`config.mk`:
```
export PLATFORM = sky130hd
export DESIGN_NAME = pcd_vmem
export DESIGN_NICKNAME = d
export VERILOG_FILES = /design/src/hdl/pcd_vmem.sv
export SDC_FILE = /design/constraint.sdc
export NUM_CORES = 1
export LEC_CHECK = 0
export CORE_AREA = 5 5 290 292
export CTS_CLUSTER_DIAMETER = 100
export DETAILED_ROUTE_END_ITERATION = 8
export DIE_AREA = 0 0 295 297
export DONT_BUFFER_PORTS = 1
export PLACE_DENSITY = 0.67
export SYNTH_ARGS = -nofsm -noshare
export SYNTH_HDL_FRONTEND = slang
export SYNTH_SLANG_ARGS = --single-unit
```
`constraint.sdc`:
```
create_clock -name clk -period 5.9 [get_ports clk]
set_input_delay 0.885 -clock clk [delete_from_list [all_inputs] [get_ports clk]]
set_output_delay 0.885 -clock clk [all_outputs]
set_load 0.01 [all_outputs]
```
`src/hdl/pcd_vmem.sv`:
```
// vertex memory, one write port and one registered read port
module pcd_vmem #(
    parameter int DEPTH = 16,
    parameter int WIDTH = 64
) (
    input  logic                     clk,
    input  logic                     we,
    input  logic [$clog2(DEPTH)-1:0] waddr,
    input  logic [WIDTH-1:0]         wdata,
    input  logic                     re,
    input  logic [$clog2(DEPTH)-1:0] raddr,
    output logic [WIDTH-1:0]         rdata
);

    logic [WIDTH-1:0] mem [DEPTH];

    always_ff @(posedge clk)
    begin
        if (we)
        begin
            mem[waddr] <= wdata;
        end
        if (re)
        begin
            rdata <= mem[raddr];
        end
    end

endmodule

```
Yosys cells after proc, flatten, opt, wreduce, memory -nomap -nowiden:

Memory sizes are Yosys's and may differ from the RTL's. A register that Yosys moved wholly into a read port is not among the register bits.
Cells that the tools add are included.

* word-level logic and storage cells: 3
* memories kept: 1
* bits in registers: 0
* input port bits: 75
* RAM bits: 1024

* multiplexer cells: 2

Memory list
* mem: depth 16, bits a word 64, read ports 1, clocked after Yosys merged registers in 1, write ports 1, line 15 `logic [WIDTH-1:0] mem [DEPTH];`

Operator list (count)
* 2-to-1 mux 1 bit: 2

Logic depth before layout (Yosys ltp):

* depth after elaboration: 2
* gate-level depth with buffers: 6

Worst setup path before layout:

OpenSTA, ideal clock, no wires.

* path kind: input to register
* start point: input port waddr[2]
* end point: memory mem[0][0], enable pin
* path slack: -0.414 ns
* cell stages on the path: 2
* path buffers: 0
* data arrival time: 5.748 ns
* library setup time: 0.565 ns
* data required time: 5.335 ns
* cells stage by stage: or3b_2 > nor3_1

RTL lines
* from (decl): line 8 `input logic [$clog2(DEPTH)-1:0] waddr,`
* to (decl): line 15

Straight into the memory's write port.

Worst setup path in the final report:

* start point: input port waddr[3]
* end point: memory mem[5][37], enable pin

Straight into the memory's write port.

==> results.py <==
metrics = {
    "die": {
        "core_area_um2": 81300,
        "die_h_um": 297,
        "ios": 139,
        "die_w_um": 295,
        "initial_core_util_pct": 49.5,
        "die_area_um2": 87600,
        "rows": 105,
    },
    "setup_path": {
        "start_kind": "input pin",
        "path_cells": "nand3b_1, nor2_4, buf_4",
        "worstSetupPathType": "input pin to flop",
        "crit_path_start": "waddr[3]",
        "rr_worst_depth": 3,
        "required_ns": 6.18,
        "crit_path_max_fanout": 41,
        "cp.arrival_ns": 2.93,
        "max_stage_delay_ns": 0.88,
        "worst-path-buf-inv": 1,
        "crit_end": "mem[5][37]$_DFFE_PP_",
        "r2r_slack_ns": 4.23,
        "cp_top_family": "simple AND/OR/NAND/NOR gates",
        "rr_startpoint": "mem[3][29]$_DFFE_PP_",
        "end_kind": "flop",
        "cp_num_cells": 3,
        "slowest_stage": "nor2_4",
        "r2r_end": "rdata[29]$_DFFE_PP_",
    },
    "sta": {
        "clock_skew_ns": 0.0268,
        "fin_crit_sh_pct": 44.8,
        "grt_setup_unrepaired": "false",
        "holdWs_ns": 0.306,
        "finalSetupTns_ns": 0,
        "finalSetupViolations": 0,
        "fmax_ghz": 0.378,
        "timing.slew.headroom_pct": 12.8,
        "final_max_slew_viol_count": 0,
        "hold_violations": 0,
        "tightest_slew_ns": 1.30,
        "period_needed_ns": 2.64,
    },
    "logic_synthesis": {
        "synth_seq_cells": 1088,
        "ys_seq_area_share_pct": 81.2,
        "syn_nets": 1722,
        "ys_types": 17,
        "yosys_warnings": 0,
        "synthTopCellsByArea": "edfxtp_1 (81%), mux4_2 (14%), a22oi_1 (2.4%)",
        "syn_area_um2": 40200,
        "synth_top_area_share_pct": 81.2,
        "yosysTopAreaCell": "edfxtp_1",
        "syn_area_per_cell_um2": 24.4,
        "postSynthCellCount": 1647,
    },
    "placed_design": {
        "hpwl_mm": 41.5,
        "gp_congestion": 0.715,
        "io_buffers": 0,
    },
    "run_status": {
        "status": "finished clean",
    },
    "clock_tree": {
        "ctsHoldBuffers": 0,
        "cts_made_buffers": 103,
        "post_cts_resize_count": 0,
        "clk_pin_slew_worst_paths_ns": 0.06,
        "worstSkewPairLatency_ns": 0.67,
        "clockRootBuffer": "clkbuf_16",
        "cts_tree": "yes",
        "postCtsSetupBuffers": 0,
        "clockBufferDepth": 3,
        "htreeDepth": 3,
        "cts_num_sinks": 1088,
    },
    "detailed_routing": {
        "first_iter_violations": 1821,
        "ant_nets": 0,
        "remaining_drc_errors": 0,
        "wl_mm": 82.3,
        "wl_per_cell_um": 29.0,
        "drt_first_pass_iters": 5,
        "vias": 17400,
        "viasPerCell": 6.15,
    },
    "finish": {
        "fill_cells": 5753,
        "syn_to_final_growth_pct": 10.9,
        "num_antenna_cells": 0,
        "nets": 1764,
        "multi_input_area_um2": 7260,
        "drive_above_1_share_pct": 24.0,
        "regArea_um2": 32700,
    },
    "power_and_ir_drop": {
        "powerDensity_nw_per_um2": 345,
        "leakage_nw": 13.7,
        "power_w": 0.0154,
        "ir_worst_vdd_mv": 0.213,
    },
    "global_routing": {
        "grt-ovfl-total": 0,
        "grt_pass1_vias": 18300,
        "grt_pass1_wl_mm": 123,
        "antenna_found_initial": 0,
        "grt_max_degree": 257,
        "grt.total_usage_pct": 18.9,
    },
    "min_path": {
        "hold_depth": 0,
        "hold_class": "input pin to flop",
    },
    "job": {
        "maxCapViolations": 0,
    },
}
[per-stage QoR]
stage	util (%)	setup WS, ns	cells	area, µm²
after floorplan	-	1.32	1647	40200
after global placement	51.0	2.62	2654	41500
after detailed placement	51.0	2.59	2654	41500
after CTS	54.8	3.28	2834	44600
after global routing	54.8	3.16	2834	44600
final	54.8	3.26	2834	44600
[layout make-up]
cell class	instances	area share, %
clock buffers	133	6.08
repair buffers	21	0.438
well taps	1070	3.00
multi-input cells	475	16.3
flip-flops and latches	1088	73.3
clock inverters	47	0.923
[placed cells by master (no fill, tap or decap)]
cell type,count
inv_16,1
clkinv_2,10
buf_4,18
clkbuf_16,104
clkinv_1,26
clkbuf_1,29
a22oi_1,128
and2_4,1
mux4_2,256
nor2b_4,2
edfxtp_1,1088
buf_12,3
inv_6,2
nor2_4,13
bufinv_16,4
nand3_1,1
nand3b_1,2
nand2b_1,2
clkinv_16,3
or3b_2,1
clkinv_8,1
nand2_1,65
nor3_4,4
[state kept, by name, summed over array words and instances (netlist names)]
name   flops
mem     1024
rdata     64
[worst reg2reg max path: cells and delay by family (launching register included)]
kind	cells	cell delay, ns
flops	1	0.36
compound gates	1	0.37
mux	1	0.48
simple gates	1	0.19
[routing by layer]
layer  track usage (%)  routed length, µm
met5             0.665                 81
met3              5.61               7900
met1              26.9              33000
met4              4.32               1380
met2              29.4              39900
[cell usage after synthesis]
| master | instances |
|---|---|
| nand3b_1 | 2 |
| clkbuf_1 | 36 |
| edfxtp_1 | 1088 |
| and2_1 | 1 |
| mux4_2 | 256 |
| nand3_1 | 1 |
| buf_6 | 13 |
| a22oi_1 | 128 |
| or3b_2 | 1 |
| buf_2 | 13 |
| nand2b_1 | 2 |
| nor3_1 | 4 |
| buf_1 | 16 |
| nand2_1 | 65 |
| buf_4 | 6 |
| nor2_1 | 13 |
| nor2b_1 | 2 |
[kinds of logic (layout without fill, tap and decap cells)]
group,after synthesis,in the layout,synth area share [%]
AND/OR/NAND/NOR,91,91,0.927
multiplexers,256,256,14.3
flip-flops,1088,1088,81.2
AO/OA/AOI/OAI,128,128,2.39
buffers and inverters,84,201,1.12
[how the worst min path moves through the flow]
stage	startpoint	end	slack [ns]
finish	wdata[10]	mem[5][10]$_DFFE_PP_	0.31
floorplan	mem[14][0]$_DFFE_PP_	rdata[0]$_DFFE_PP_	0.71
global placement	mem[14][0]$_DFFE_PP_	rdata[0]$_DFFE_PP_	0.72
CTS	wdata[12]	mem[2][12]$_DFFE_PP_	0.26
detailed placement	mem[12][8]$_DFFE_PP_	rdata[8]$_DFFE_PP_	0.73
global route	wdata[43]	mem[1][43]$_DFFE_PP_	0.27
[where the power goes]
part	total (W)	switching [W]	leakage [nW]	internal (W)
registers	0.00880	0.0000805	9.89	0.00872
logic	0.000444	0.000206	2.33	0.000239
clock network	0.00613	0.00272	1.51	0.00342
total	0.0154	0.00300	13.7	0.0124
(Power assumes the default switching activity.)
